`config.mk`:
```
export PLATFORM = sky130hd
export DESIGN_NAME = ddo_ctrl
export DESIGN_NICKNAME = d
export VERILOG_FILES = /design/src/ddo_pkg.sv /design/src/ddo_ctrl.sv
export SDC_FILE = /design/constraint.sdc
export NUM_CORES = 1
export LEC_CHECK = 0
export BUFFER_PORTS_ARGS = -buffer_cell sky130_fd_sc_hd__buf_2
export CORE_MARGIN = 5
export CORE_UTILIZATION = 55
export CTS_CLUSTER_DIAMETER = 100
export DETAILED_ROUTE_END_ITERATION = 8
export GPL_ROUTABILITY_DRIVEN = 0
export HOLD_SLACK_MARGIN = 0.03
export MAX_ROUTING_LAYER = met4
export PLACE_DENSITY = 0.76
export SLEW_MARGIN = 20
export SYNTH_ARGS = -nofsm -noshare
export SYNTH_HDL_FRONTEND = slang
export SYNTH_SLANG_ARGS = --single-unit
export TNS_END_PERCENT = 100
```
`constraint.sdc`:
```
create_clock -name clk_i -period 4.15 [get_ports clk_i]
set_input_delay 0.6225 -clock clk_i [delete_from_list [all_inputs] [get_ports clk_i]]
set_output_delay 0.6225 -clock clk_i [all_outputs]
set_load 0.05 [all_outputs]
```
`src/ddo_pkg.sv`:
```
// odometry and gyro fusion package: payload structs, register indexes, op codes
// and the sine table generator; no dependencies
`default_nettype none

package ddo_pkg;

  typedef struct packed {
    logic               func;
    logic signed [15:0] left_count_delta;
    logic signed [15:0] right_count_delta;
    logic signed [15:0] gyro_raw;
    logic        [15:0] elapsed_ms;
    logic signed [31:0] new_x;
    logic signed [31:0] new_y;
    logic signed [15:0] new_heading;
  } ddo_in_t;

  typedef struct packed {
    logic signed [31:0] pos_x;
    logic signed [31:0] pos_y;
    logic signed [15:0] heading;
    logic signed [31:0] left_speed;
    logic signed [31:0] right_speed;
    logic               applied;
  } ddo_out_t;

  localparam int unsigned CFG_IDX_W = 3;
  localparam int unsigned CFG_W     = 24;

  localparam logic [CFG_IDX_W-1:0] CFG_DIST_PER_COUNT = 3'd0;
  localparam logic [CFG_IDX_W-1:0] CFG_TURN_PER_DIFF  = 3'd1;
  localparam logic [CFG_IDX_W-1:0] CFG_GYRO_SCALE     = 3'd2;
  localparam logic [CFG_IDX_W-1:0] CFG_GYRO_ENABLE    = 3'd3;
  localparam logic [CFG_IDX_W-1:0] CFG_BLEND_GAIN     = 3'd4;
  localparam logic [CFG_IDX_W-1:0] CFG_BIAS_INIT      = 3'd5;
  localparam logic [CFG_IDX_W-1:0] CFG_STILL_SPEED    = 3'd6;
  localparam logic [CFG_IDX_W-1:0] CFG_BIAS_RATE      = 3'd7;

  localparam logic [23:0] RST_DIST_PER_COUNT = 24'd1000;
  localparam logic [23:0] RST_TURN_PER_DIFF  = 24'd701000;
  localparam logic [19:0] RST_GYRO_SCALE     = 20'd417;
  localparam logic [15:0] RST_BLEND_GAIN     = 16'd3277;
  localparam logic [15:0] RST_STILL_SPEED    = 16'd51;
  localparam logic [15:0] RST_BIAS_RATE      = 16'd66;

  // speed dividend: |count * dist_per_count| * 1000 / 256
  localparam int unsigned NUM_W = 41;

  localparam logic [63:0] PI_Q30 = 64'd3373259426;

  typedef enum logic [3:0] {
    OP_NONE,
    OP_LOAD,
    OP_ML,
    OP_MR,
    OP_MT,
    OP_MGD,
    OP_MG,
    OP_MB,
    OP_ME,
    OP_MF,
    OP_RC,
    OP_RS,
    OP_MX,
    OP_AY,
    OP_COMMIT,
    OP_OUT
  } ddo_op_e;

  typedef struct packed {
    ddo_op_e op;
  } ddo_cmd_t;

  typedef struct packed {
    logic upd;
    logic gyro_en;
    logic div_done;
  } ddo_sts_t;

  // q30 sine of a 16-bit binary angle, taylor series to x^13
  function automatic logic signed [31:0] sine_q30(input logic [15:0] bau);
    logic [14:0] r;
    logic [63:0] x;
    logic [63:0] t;
    logic [63:0] s;
    r = {1'b0, bau[13:0]};
    if (bau[14]) begin
      r = 15'h4000 - r;
    end
    x = (64'(r) * PI_Q30) >> 15;
    t = x;
    s = x;
    for (int k = 1; k <= 6; k++) begin
      t = (((t * x) >> 30) * x) >> 30;
      case (k)
        1: t = t / 64'd6;
        2: t = t / 64'd20;
        3: t = t / 64'd42;
        4: t = t / 64'd72;
        5: t = t / 64'd110;
        default: t = t / 64'd156;
      endcase
      if (k % 2 == 1) begin
        s = s - t;
      end else begin
        s = s + t;
      end
    end
    if (s > 64'h4000_0000) begin
      s = 64'h4000_0000;
    end
    return bau[15] ? -32'(s) : 32'(s);
  endfunction

endpackage

`default_nettype wire

```
`src/ddo_ctrl.sv`:
```
// odometry controller: one-hot sequencer stepping the datapath through an update
// and owning the channel handshakes; depends on ddo_pkg
`default_nettype none

module ddo_ctrl (
  input  wire logic               clk_i,
  input  wire logic               rst_ni,
  input  wire logic               in_valid_i,
  output logic                    in_stall_o,
  output logic                    out_valid_o,
  input  wire logic               out_stall_i,
  input  wire ddo_pkg::ddo_sts_t  sts_i,
  output ddo_pkg::ddo_cmd_t       cmd_o
);

  typedef enum logic [15:0] {
    S_IDLE = 16'h0001,
    S_ML   = 16'h0002,
    S_MR   = 16'h0004,
    S_MT   = 16'h0008,
    S_MGD  = 16'h0010,
    S_MG   = 16'h0020,
    S_MB   = 16'h0040,
    S_ME   = 16'h0080,
    S_MF   = 16'h0100,
    S_RC   = 16'h0200,
    S_RS   = 16'h0400,
    S_MX   = 16'h0800,
    S_AY   = 16'h1000,
    S_DIV  = 16'h2000,
    S_FIN  = 16'h4000,
    S_OUT  = 16'h8000
  } state_e;

  state_e state_q, state_d;
  logic   out_valid_q, out_valid_d;
  logic   accept;
  logic   free;

  assign accept = in_valid_i && (state_q == S_IDLE);
  assign free   = !out_valid_q || !out_stall_i;

  always_comb begin
    state_d   = state_q;
    cmd_o.op  = ddo_pkg::OP_NONE;
    case (state_q)
      S_IDLE: begin
        if (accept) begin
          cmd_o.op = ddo_pkg::OP_LOAD;
          state_d  = sts_i.upd ? S_ML : S_FIN;
        end
      end
      S_ML: begin
        cmd_o.op = ddo_pkg::OP_ML;
        state_d  = S_MR;
      end
      S_MR: begin
        cmd_o.op = ddo_pkg::OP_MR;
        state_d  = S_MT;
      end
      S_MT: begin
        cmd_o.op = ddo_pkg::OP_MT;
        state_d  = S_MGD;
      end
      S_MGD: begin
        cmd_o.op = ddo_pkg::OP_MGD;
        state_d  = sts_i.gyro_en ? S_MG : S_RC;
      end
      S_MG: begin
        cmd_o.op = ddo_pkg::OP_MG;
        state_d  = S_MB;
      end
      S_MB: begin
        cmd_o.op = ddo_pkg::OP_MB;
        state_d  = S_ME;
      end
      S_ME: begin
        cmd_o.op = ddo_pkg::OP_ME;
        state_d  = S_MF;
      end
      S_MF: begin
        cmd_o.op = ddo_pkg::OP_MF;
        state_d  = S_RC;
      end
      S_RC: begin
        cmd_o.op = ddo_pkg::OP_RC;
        state_d  = S_RS;
      end
      S_RS: begin
        cmd_o.op = ddo_pkg::OP_RS;
        state_d  = S_MX;
      end
      S_MX: begin
        cmd_o.op = ddo_pkg::OP_MX;
        state_d  = S_AY;
      end
      S_AY: begin
        cmd_o.op = ddo_pkg::OP_AY;
        state_d  = S_DIV;
      end
      S_DIV: begin
        if (sts_i.div_done) begin
          state_d = S_FIN;
        end
      end
      S_FIN: begin
        cmd_o.op = ddo_pkg::OP_COMMIT;
        state_d  = S_OUT;
      end
      S_OUT: begin
        if (free) begin
          cmd_o.op = ddo_pkg::OP_OUT;
          state_d  = S_IDLE;
        end
      end
      default: state_d = S_IDLE;
    endcase
  end

  always_comb begin
    out_valid_d = out_valid_q;
    if (out_valid_q && !out_stall_i) begin
      out_valid_d = 1'b0;
    end
    if (state_q == S_OUT && free) begin
      out_valid_d = 1'b1;
    end
  end

  always_ff @(posedge clk_i or negedge rst_ni) begin
    if (!rst_ni) begin
      state_q     <= S_IDLE;
      out_valid_q <= 1'b0;
    end else begin
      state_q     <= state_d;
      out_valid_q <= out_valid_d;
    end
  end

  assign in_stall_o  = (state_q != S_IDLE);
  assign out_valid_o = out_valid_q;

  a_accept_leaves_idle: assert property (@(posedge clk_i) disable iff (!rst_ni)
    (in_valid_i && !in_stall_o) |=> (state_q != S_IDLE))
    else $error("accepted request did not start work");

  a_out_load: assert property (@(posedge clk_i) disable iff (!rst_ni)
    (state_q == S_OUT && free) |=> out_valid_q)
    else $error("result not presented after load");

  a_out_source: assert property (@(posedge clk_i) disable iff (!rst_ni)
    $rose(out_valid_q) |-> $past(state_q == S_OUT))
    else $error("result raised outside output step");

endmodule

`default_nettype wire

```
==> results list, run 1 <==
* Status: complete, no violations
- The worst path uses 78.7% of the clock period.
- Clock-pin slew was measured on the worst setup and hold paths at 0.11 ns.
* Arrival time of data at the critical path endpoint: 2.64 ns
- For this configuration, the core starts out at a cell density of 59.3%.
- Total non-filler cell area in the finished layout: 0.00125 sq mm
- In this run the post-CTS setup repair buffer count came out at 0.
* Final nets: 137
- Launching element type of the critical path: flop
- Root buffer cell: clkbuf_4
- The post-route netlist has 23.3% of its cells at a drive strength greater than 1.
* Slew HR: 67.2%
* Number of inserted filler cells in the final layout: 185
- Insertion delay of the later-clocked pin in the worst-skew pair: 0.30 ns
- Count of flip-flops with a built-in enable after synthesis: 0
- Across the routed clock network, the largest skew measured is 0.00506 ns.
- Library cell occupying the most area in the post-synthesis netlist: dfrtp_1
* Number of routed nets with antenna violations: 0
- Net switching power of the design: 0.276 mW
* Achievable frequency: 306 MHz
- Of the synthesized area, sequential elements account for 35.9%.
- IR analysis of the VDD net gives a maximum drop of 0.000255 V.
- The internal portion of the total power is 0.317 mW.
- Pwr dens: 475 mW/mm^2
* Standard cell core area: 0.00200 sq mm
- Via density: 6.26
- Per report_power, the combinational group accounts for 49.6% of the total.
* Static leakage power: 0.605 nW
- Period minus WS final: 3.26 ns
* Unrepaired setup endpoints after global routing: false
* Number of storage elements in the synthesis netlist: 17
- Initial antenna violation count: 0
- Maximum number of buffers from clock root to sink: 2
- The path class of the tightest hold or removal check is in -> async.
* Part of the total power dissipated in sequential elements: 34.4%
- Each instance of the synthesized netlist takes up on average 9.65 sq um.
- Area of the mapped netlist: 0.00119 sq mm
- Setup slack after layout: 0.885 ns
- Number of top-level design ports: 13
- In this run the worst path has a maximum fanout of 9.
- For this block, the initial DRC count from the detailed router was 27.
* Number of pins with negative max-slew slack in the final report: 0
* Total of max-cap violations: 0
- The die covers 0.00319 sq mm.
* Sort of element at the end of the critical path: output pin
* Detailed Routing Iterations Pass 1: 4
- After legalization and detailed placement, the total HPWL measured 1970 um.
- Final setup fails: 0
* Height of the die: 56.5 um
- Counting distinct cell types in the post-synthesis netlist gives 47.
* Post-cts resize count: 0
* Setup tns final: 0 ns
- Total Routing Usage GR: 18.3%
- At the pin with the least slew margin, the transition time is 0.488 ns.
- TritonCTS Buffers: 3
- For this run, asynchronously set or reset flops after synthesis account for 100%.
- First-pass GRT wire length: 4370 um
- Total congestion overflow: 0
* CTS tree: done
- Number of global-route vias before repair: 928
- Clock tree synthesis found a total of 17 sinks.
- Proportion of power drawn by the clock network: 16.0%
- Buffers placed on the I/O ports in this run total 12.
- Dpl ws: 1.26 ns
* Portion of synthesized cell area occupied by the leading cell type: 33.7%
* Mean routed wirelength per cell: 17.0 um
* CTS Hold Buffers Added: 0
- Number of H-tree branching levels: 1
- Wire length reported by the detailed router: 2650 um
- Synthesis produced 123 cells.
* Number of antenna cells inserted: 0
- During synthesis, Yosys emitted a total of 0 warnings.
- By area the synthesized netlist is led by dfrtp_1, nor3_1, nor4_4, and4bb_2, or4_1.
- DR vias: 977
- Net switching is 46.5% of the power.
- Entering global routing, the biggest net connects 18 pins.
- Die Wd: 56.5 um
* Required time at the endpoint of the critical path: 3.53 ns
* CP Class: reg -> out
* Floorplan row count: 16
- Most used standard cells in the synthesized netlist: dfrtp_1, nor3_1, nand2_1
- Total nets after synthesis: 130
- Cells fill 62.4% of the core in the end.
* DR DRC count: 0
- Synthesis-to-finish area growth: 5.16%
- The placed instances occupy a cell area of 0.00122 sq mm.
- The number of hold violations in the final report is 0.
- The most used flip-flop cell after synthesis is dfrtp_1.
* Most frequent cell after synthesis: dfrtp_1
[cell families (layout without fill, tap and decap cells)]
| kind of cell | after synthesis | after routing | synth area share (%) |
|---|---|---|---|
| and+or+nand+nor | 66 | 66 | 40.5 |
| DFF | 17 | 17 | 35.9 |
| buffers and inverters | 15 | 21 | 6.64 |
| xor gates and xnor gates | 6 | 6 | 4.43 |
| AOI/OAI and AO/OA | 18 | 18 | 11.6 |
| muxes | 1 | 1 | 0.948 |
[stage by stage]
step	total power, mW	std cells	hold WS [ns]
finish	0.593	156	0.214
floorplan	0.436	123	0.327
global placement	0.494	152	0.536
CTS	0.593	156	0.227
global route	0.631	156	0.232
detailed placement	0.499	152	0.553
[per-layer routing]
metal,wire [um],global-route usage (%)
met1,1200,24.6
met2,1200,26.6
met3,165,2.29
met4,74,9.49
met5,0,-
[sequential cells by signal, indices dropped and copies added (netlist names)]
| register | cells |
|---|---|
| out_valid_o | 1 |
| state_q | 16 |
[placed cells by master (no fill, tap or decap), drive strengths merged, types with 2 or more instances in the layout]
cell and n:
a21oi 2, a22o 2, a32oi 2, and2 4, and3 5, and4bb 3
buf 12, clkbuf 3, dfrtp 16, inv 5, nand2 6, nand3 2
nand4 2, nor2 5, nor2b 2, nor3 9, nor3b 4, nor4 6
nor4b 4, o21ai 2, or4 5, or4b 2, xnor2 3, xor2 3
[path summary, 6_finish.rpt]
kind	start	end	slack, ns	cells past startpoint
hold / removal	rst_ni	state_q[11]$_DFFE_PN0P_	0.21	1
min in group clk_i	sts_i[1]	state_q[5]$_DFFE_PN0P_	0.54	2
setup reg to reg	state_q[4]$_DFFE_PN0P_	state_q[14]$_DFFE_PN0P_	1.83	4
hold reg to reg	out_valid_o$_DFFE_PN0P_	out_valid_o$_DFFE_PN0P_	0.58	2
max in group asynchronous	rst_ni	state_q[0]$_DFFE_PN1P_	3.62	1
setup / recovery	state_q[4]$_DFFE_PN0P_	cmd_o[3]	0.89	5
[power groups by stage]
stage | registers, mW | clock network, mW | logic [mW]
floorplan | 0.204 | 0 | 0.233
CTS | 0.205 | 0.0965 | 0.292
global route | 0.208 | 0.106 | 0.318
global placement | 0.206 | 0 | 0.289
detailed placement | 0.208 | 0 | 0.291
finish | 0.204 | 0.0950 | 0.294
[cell type report]
| cell class | count | area, sq um | area share [%] |
|---|---|---|---|
| repair buffers | 12 | 60.1 | 4.81 |
| clock buffers | 3 | 22.5 | 1.80 |
| multi-input cells | 91 | 682 | 54.6 |
| flip-flops and latches | 17 | 427 | 34.2 |
| clock inverters | 1 | 5.00 | 0.401 |
| well taps | 27 | 33.8 | 2.71 |
| inverters | 5 | 18.8 | 1.50 |
[worst max-delay path, stage by stage, from the launching register on]
cell     delay (ns)
dfrtp_1        0.48
or4_1          0.77
nor4_4         0.51
a32oi_1        0.19
o21ai_0        0.10
buf_2          0.28
No activity file was read; power rests on OpenSTA's default activity.
==> inputs of run 2 (changes only) <==
--- a/config.mk
+++ b/config.mk
@@ -5,6 +5,7 @@
 export SDC_FILE = /design/constraint.sdc
 export NUM_CORES = 1
 export LEC_CHECK = 0
+export ABC_AREA = 1
 export BUFFER_PORTS_ARGS = -buffer_cell sky130_fd_sc_hd__buf_2
 export CORE_MARGIN = 5
 export CORE_UTILIZATION = 55
==> constraint.sdc (replaced) <==
create_clock -name clk_i -period 3.3 [get_ports clk_i]
set_input_delay 0.495 -clock clk_i [delete_from_list [all_inputs] [get_ports clk_i]]
set_output_delay 0.495 -clock clk_i [all_outputs]
set_load 0.05 [all_outputs]
==> results list, run 2 <==
* Required time at the endpoint of the critical path: 2.80 ns
- Net switching power of the design: 0.442 mW
* Sort of element at the end of the critical path: output pin
- Number of pins with negative max-slew slack in the final report: 0
* Library cell occupying the most area in the post-synthesis netlist: dfrtp_1
- Summed over all cells, the static leakage comes to 0.728 nW.
* DPL Wire Length: 1670 um
- The sequential cells in the finished layout cover a total of 427 sq um.
* Most used standard cells in the synthesized netlist: nand2_1, nor2_1, inv_1
- The die covers 0.00290 sq mm.
- Most used flip-flop cell after synthesis: dfrtp_1
* Largest driver fanout on the critical path: 13
* Wire length reported by the detailed router: 2050 um
- DR DRC count: 0
- Clock skew: 0.00819 ns
* Mean routed wirelength per cell: 10.9 um
- The setup path with the least slack is of type reg -> out.
- Critical R2R Launch: state_q[7]$_DFFE_PN0P_
- Die Wd: 53.9 um
* Initial core utilization: 59.4%
- Number of warnings issued by yosys: 0
- Pwr dens: 730 mW/mm^2
- The flow ran to the end, and the final reports show no timing, DRC or antenna violations.
- Entering global routing, the biggest net connects 18 pins.
* Via density: 4.95
- Setup slack on the worst flop-to-flop path: 1.72 ns
- In this run the deepest clock path goes through 2 buffers.
* TritonCTS Buffers: 3
* Period minus WS final: 2.53 ns
- Ranked by total cell area, the synthesized netlist is headed by dfrtp_1, nand2_1, nor2_1, inv_1, nor2_2.
* First-pass GRT wire length: 3700 um
- VDD sags by at most 0.000442 V.
* Synthesis-to-finish area growth: 10.0%
* Setup repair bufs after CTS: 0
- From bottom edge to top edge, the die measures 53.9 um.
* Setup tns final: 0 ns
- Global routing finished with a remaining overflow of 0.
- Across the run, the number of max-cap violations was 0.
- Measured in cells, the most critical reg-to-reg path has a length of 10.
- After clock tree synthesis, the repair step resized 0 gates.
* Dpl ws: 1.12 ns
* Number of H-tree branching levels: 1
* Share of total power consumed by net switching: 51.9%
- Total nets after synthesis: 155
- Synthesis instantiated 21 different standard cells from the library.
- Post-Syn Area per Cell: 7.16 sq um
- The later pin in the worst-skew pair is clocked with a latency of 0.30 ns.
* Final setup fails: 0
* Floorplan row count: 15
- Part of the total power dissipated in sequential elements: 30.4%
* Total Power Consumption: 0.852 mW
- Arrival time of data at the critical path endpoint: 2.04 ns
- Initial antenna violation count: 0
* Final nets: 171
- Once detail routing completed, the nets flagged for antenna violations numbered 0.
- Hold crit path type: in -> async
- The worst register-to-register path ends at state_q[0]$_DFFE_PN1P_.
- In the final layout, the multi-input gates occupy 539 sq um.
- DR vias: 930
- Post-synthesis async set-or-reset flop share: 100%
- The worst setup path is launched from a flop.
- Number of storage elements in the synthesis netlist: 17
- Hold is met by 0.0928 ns.
- Fraction of power consumed by combinational cells: 56.2%
- Root buffer cell: clkbuf_4
- The share of total power dissipated in the clock network is 13.4%.
- CTS tree: done
- The register with the most flip-flops in the layout has 16 of them.
* Clock-pin slew of the registers on the worst-case setup and hold paths: 0.10 ns
- Standard cell core area: 0.00178 sq mm
* Portion of synthesized cell area occupied by the leading cell type: 37.8%
* Number of global-route vias before repair: 878
- Achievable frequency: 395 MHz
- Slew HR: 75.4%
* Setup slack after layout: 0.769 ns
- Violation count after the first detailed-route iteration: 18
- Total Routing Usage GR: 18.0%
* Leading cell types in the layout, fill and taps excluded: nor2_1, nand2_1, inv_1, dfrtp_1
* Sink count of the clock tree: 17
* Area of the mapped netlist: 0.00106 sq mm
- After technology mapping, the gate count stands at 148.
- 0 antenna diodes ended up in the layout.
- Setup repair after global routing left no endpoint under its margin.
* Total non-filler cell area in the finished layout: 0.00117 sq mm
- Placed instance area: 0.00114 sq mm
* Number of top-level design ports: 13
- In the final layout, the share of cells above drive strength 1 is 22.1%.
* Count of port buffers added during placement: 12
- Number of inserted filler cells in the final layout: 165
- Final hold viol count: 0
- Part of the cycle the worst path needs: 76.7%
- Internal power comes to 0.410 mW.
- For the pin with the worst max-slew slack, the measured transition is 0.369 ns.
* Detailed Routing Iterations Pass 1: 4
* Share of the yosys chip area belonging to registers: 40.3%
- Largest register by flop count: state_q
- CTS Hold Buffers Added: 0
- Yosys mapped a number of flops with a built-in enable equal to 0.
## run 2: power groups by stage
| stage | Clock [mW] | Sequential (mW) | Combinational (mW) |
|---|---|---|---|
| finish | 0.114 | 0.259 | 0.479 |
| global route | 0.125 | 0.261 | 0.525 |
| CTS | 0.112 | 0.258 | 0.481 |
| detailed placement | 0 | 0.262 | 0.479 |
| global placement | 0 | 0.261 | 0.478 |
| floorplan | 0 | 0.268 | 0.399 |
## run 2: final cells by class
class	instances	share of cell area, %
clock buffer	4	2.25
inverter	22	7.08
multi-input combinational	108	46.2
sequential	17	36.6
tap	25	2.68
timing repair buffer	12	5.15
## run 2: worst max-delay path, cell delays in order, from the launching register on
cell and delay (ns):
dfrtp_1 0.42, nor2_2 0.17, nand2_2 0.13, nor2_4 0.30, nand3_1 0.19, nand2_1 0.11, nor2_1 0.07, nand3_1 0.07
buf_2 0.26
## run 2: worst max path at each step
stage / start / to / slack (ns) / depth (start not counted)
global route: state_q[4]$_DFFE_PN0P_ / cmd_o[3] / 0.61 / 8
CTS: state_q[7]$_DFFE_PN0P_ / cmd_o[2] / 0.79 / 8
detailed placement: state_q[7]$_DFFE_PN0P_ / cmd_o[2] / 1.12 / 8
floorplan: state_q[0]$_DFFE_PN1P_ / cmd_o[2] / 1.20 / 8
finish: state_q[7]$_DFFE_PN0P_ / cmd_o[3] / 0.77 / 8
global placement: state_q[4]$_DFFE_PN0P_ / cmd_o[2] / 1.20 / 8
## run 2: metal layers
metal | track usage [%] | share of wire [%]
met1 | 23.9 | 50
met4 | 6.38 | 1.9
met3 | 3.60 | 5.1
met5 | - | 0
met2 | 27.2 | 43
## run 2: cells by family (layout without fill, tap and decap cells)
family / Yosys count / in the layout / synth area share, %
buf+inv: 23 / 38 / 8.85
flops: 17 / 17 / 40.3
simple gates: 101 / 101 / 47.2
compound gates: 7 / 7 / 3.66
## run 2: stage by stage
stage	utilization [%]	cells
2_1_floorplan	-	148
3_3_place_gp	63.9	184
3_5_place_dp	63.9	184
4_1_cts	65.4	188
5_1_grt	65.4	188
6_report	65.4	188
==> inputs of run 3 (changes only) <==
==> constraint.sdc (replaced) <==
create_clock -name clk_i -period 2.4 [get_ports clk_i]
set_input_delay 0.36 -clock clk_i [delete_from_list [all_inputs] [get_ports clk_i]]
set_output_delay 0.36 -clock clk_i [all_outputs]
set_load 0.05 [all_outputs]
==> results list, run 3 (synthesized netlist as in run 2, its figures left out) <==
* Area of the multi-input gates: 548 sq um
* Sink count of the clock tree: 17
* Detailed Routing Iterations Pass 1: 4
- Worst reg2reg endpoint: state_q[14]$_DFFE_PN0P_
* Leading cell types in the layout, fill and taps excluded: nand2_1, nor2_1, inv_1, dfrtp_1
- Total congestion overflow: 0
- Clock skew: 0.00543 ns
- STA classifies the critical path endpoint as an output pin.
- DR vias: 972
* Depth of the worst register-to-register path: 8
- Most common cell after layout, fill and taps aside: nand2_1
- Overall power consumption after layout is estimated at 1.24 mW.
- Achievable frequency: 438 MHz
- Die Wd: 53.9 um
* Crit path max-delay cell type: dfstp_2
* Height of the die: 53.9 um
- Status: complete, no violations
- state_q holds more flip-flops than any other register.
- The clock passes through at most 2 buffers.
- The number of antenna diodes in the final layout is 0.
* Combined buffer and inverter count along the critical path: 2
* Violation count after the first detailed-route iteration: 28
- In this run the number of H-tree levels came out at 1.
- The core region is 0.00178 sq mm.
- Synthesis-to-finish area growth: 14.4%
- Hold crit path type: in -> reg
- Insertion delay of the later-clocked pin in the worst-skew pair: 0.29 ns
- Setup slack on the worst flop-to-flop path: 0.86 ns
- CTS tree: done
* Total Routing Usage GR: 18.1%
- Part of the cycle the worst path needs: 95.1%
* Critical R2R Launch: state_q[7]$_DFFE_PN0P_
- For this run, the post-layout net count is 176.
* Kind of cell adding the most delay to the critical path: simple AND/OR/NAND/NOR gates
- Adding up every negative setup slack in the final design gives 0 ns.
* Wire length reported by the detailed router: 2140 um
- Hold path depth: 3
* CP Class: reg -> out
- In this run the power density over the cells is 1030 mW/mm^2.
- Number of global-route vias before repair: 885
* Largest driver fanout on the critical path: 6
- Initial antenna violation count: 0
- Dpl ws: 0.359 ns
- Arrival time of data at the critical path endpoint: 1.92 ns
* Least-Margin Pin Slew: 0.365 ns
* Max reg flops: 16
- The analysis attributes to cell leakage a power of 0.747 nW.
- Once the floorplan was initialized, standard cells occupied 59.4% of the core.
- Final hold viol count: 0
- Setup violations remaining at the end of the flow were counted as 0.
* DR DRC count: 0
- Hold path endpoint: state_q[1]$_DFFE_PN0P_
- Slew HR: 75.6%
- In this design, the stage delay of the slowest critical-path cell is 0.57 ns.
- For the worst setup path, the data required time is 2.04 ns.
- Floorplan row count: 15
- The die covers 0.00290 sq mm.
* Critical path, cell by cell: nor2_2, nand2_2, nor2_4, buf_4, nand2_1, nand4_1, or2_1, clkbuf_4
* TritonCTS Buffers: 3
- First-pass GRT wire length: 3710 um
- The worst setup path is launched from a flop.
* Worst supply voltage drop on vdd: 0.000618 V
* Period minus WS final: 2.28 ns
* Hold path startpoint: sts_i[2]
* Via density: 5.04
- In the final layout, the share of cells above drive strength 1 is 24.4%.
* Mean routed wirelength per cell: 11.1 um
- Pin placement for this block handled 13 I/O pins.
- The sequential cells in the finished layout cover a total of 427 sq um.
* Maximum number of pins on one net before global-route repair: 18
- Clock-pin slew of the registers on the worst-case setup and hold paths: 0.10 ns
- After layout, the worst setup slack is 0.117 ns.
* Number of inserted filler cells in the final layout: 160
- Count of port buffers added during placement: 12
- Unrepaired setup endpoints after global routing: false
- Cell total after placement: 184
- Number of standard cells in the final layout excluding fillers: 193
- Total of max-cap violations: 0
- Root buffer cell: clkbuf_4
* Number of routed nets with antenna violations: 0
* Number of pins with negative max-slew slack in the final report: 0
- DPL Wire Length: 1670 um
[run 3: how the worst max path moves through the flow]
stage | from | endpoint | slack [ns] | cells after the start
final | state_q[0]$_DFFE_PN1P_ | cmd_o[0] | 0.12 | 8
after global routing | state_q[11]$_DFFE_PN0P_ | cmd_o[2] | 0.002 | 8
after CTS | state_q[7]$_DFFE_PN0P_ | cmd_o[2] | 0.02 | 8
after detailed placement | state_q[7]$_DFFE_PN0P_ | cmd_o[2] | 0.36 | 8
after global placement | state_q[4]$_DFFE_PN0P_ | cmd_o[2] | 0.43 | 8
after floorplan | state_q[0]$_DFFE_PN1P_ | cmd_o[2] | 0.43 | 8
[run 3: report_power, final]
part	switching [mW]	internal, mW	leakage, nW
sequential	0.0278	0.327	0.233
combinational	0.508	0.226	0.500
clock	0.0903	0.0648	0.0150
total	0.626	0.618	0.747
[run 3: metrics by stage]
stage / utilization (%) / area (sq um) / hold slack [ns]
global placement: 63.9 / 1140 / 0.296
floorplan: - / 1060 / 0.0644
finish: 68.0 / 1210 / 0.273
CTS: 66.0 / 1180 / 0.273
detailed placement: 63.9 / 1140 / 0.302
global route: 68.0 / 1210 / 0.279
[run 3: repair_timing]
action / 4_1_cts / 5_1_grt
resized for setup: 0 / 3
endpoints found under the setup margin: 0 / 4
endpoints found under the hold margin: 16 / 0
buffers inserted: 0 / 3
hold buffers: 1 / 0
[run 3: final cells by class]
cell class              count  area share, %
multi-input cells         109           45.2
flip-flops and latches     17           35.2
inverters                  22           6.81
well taps                  25           2.58
clock buffers               4           2.17
repair buffers             16           8.05
[run 3: worst register-to-register path: cells and delay by family (launching register included)]
| family | cells | cell delay, ns |
|---|---|---|
| and+or+nand+nor | 7 | 0.87 |
| buffers and inverters | 1 | 0.15 |
| DFF | 1 | 0.42 |
[run 3: per-layer routing]
layer / up-vias / wire length [um] / GRT usage [%]
li1: 501 / - / -
met1: 437 / 997 / 23.7
met2: 29 / 961 / 27.6
met3: 5 / 138 / 3.60
met4: 0 / 37 / 6.38
met5: - / 0 / -
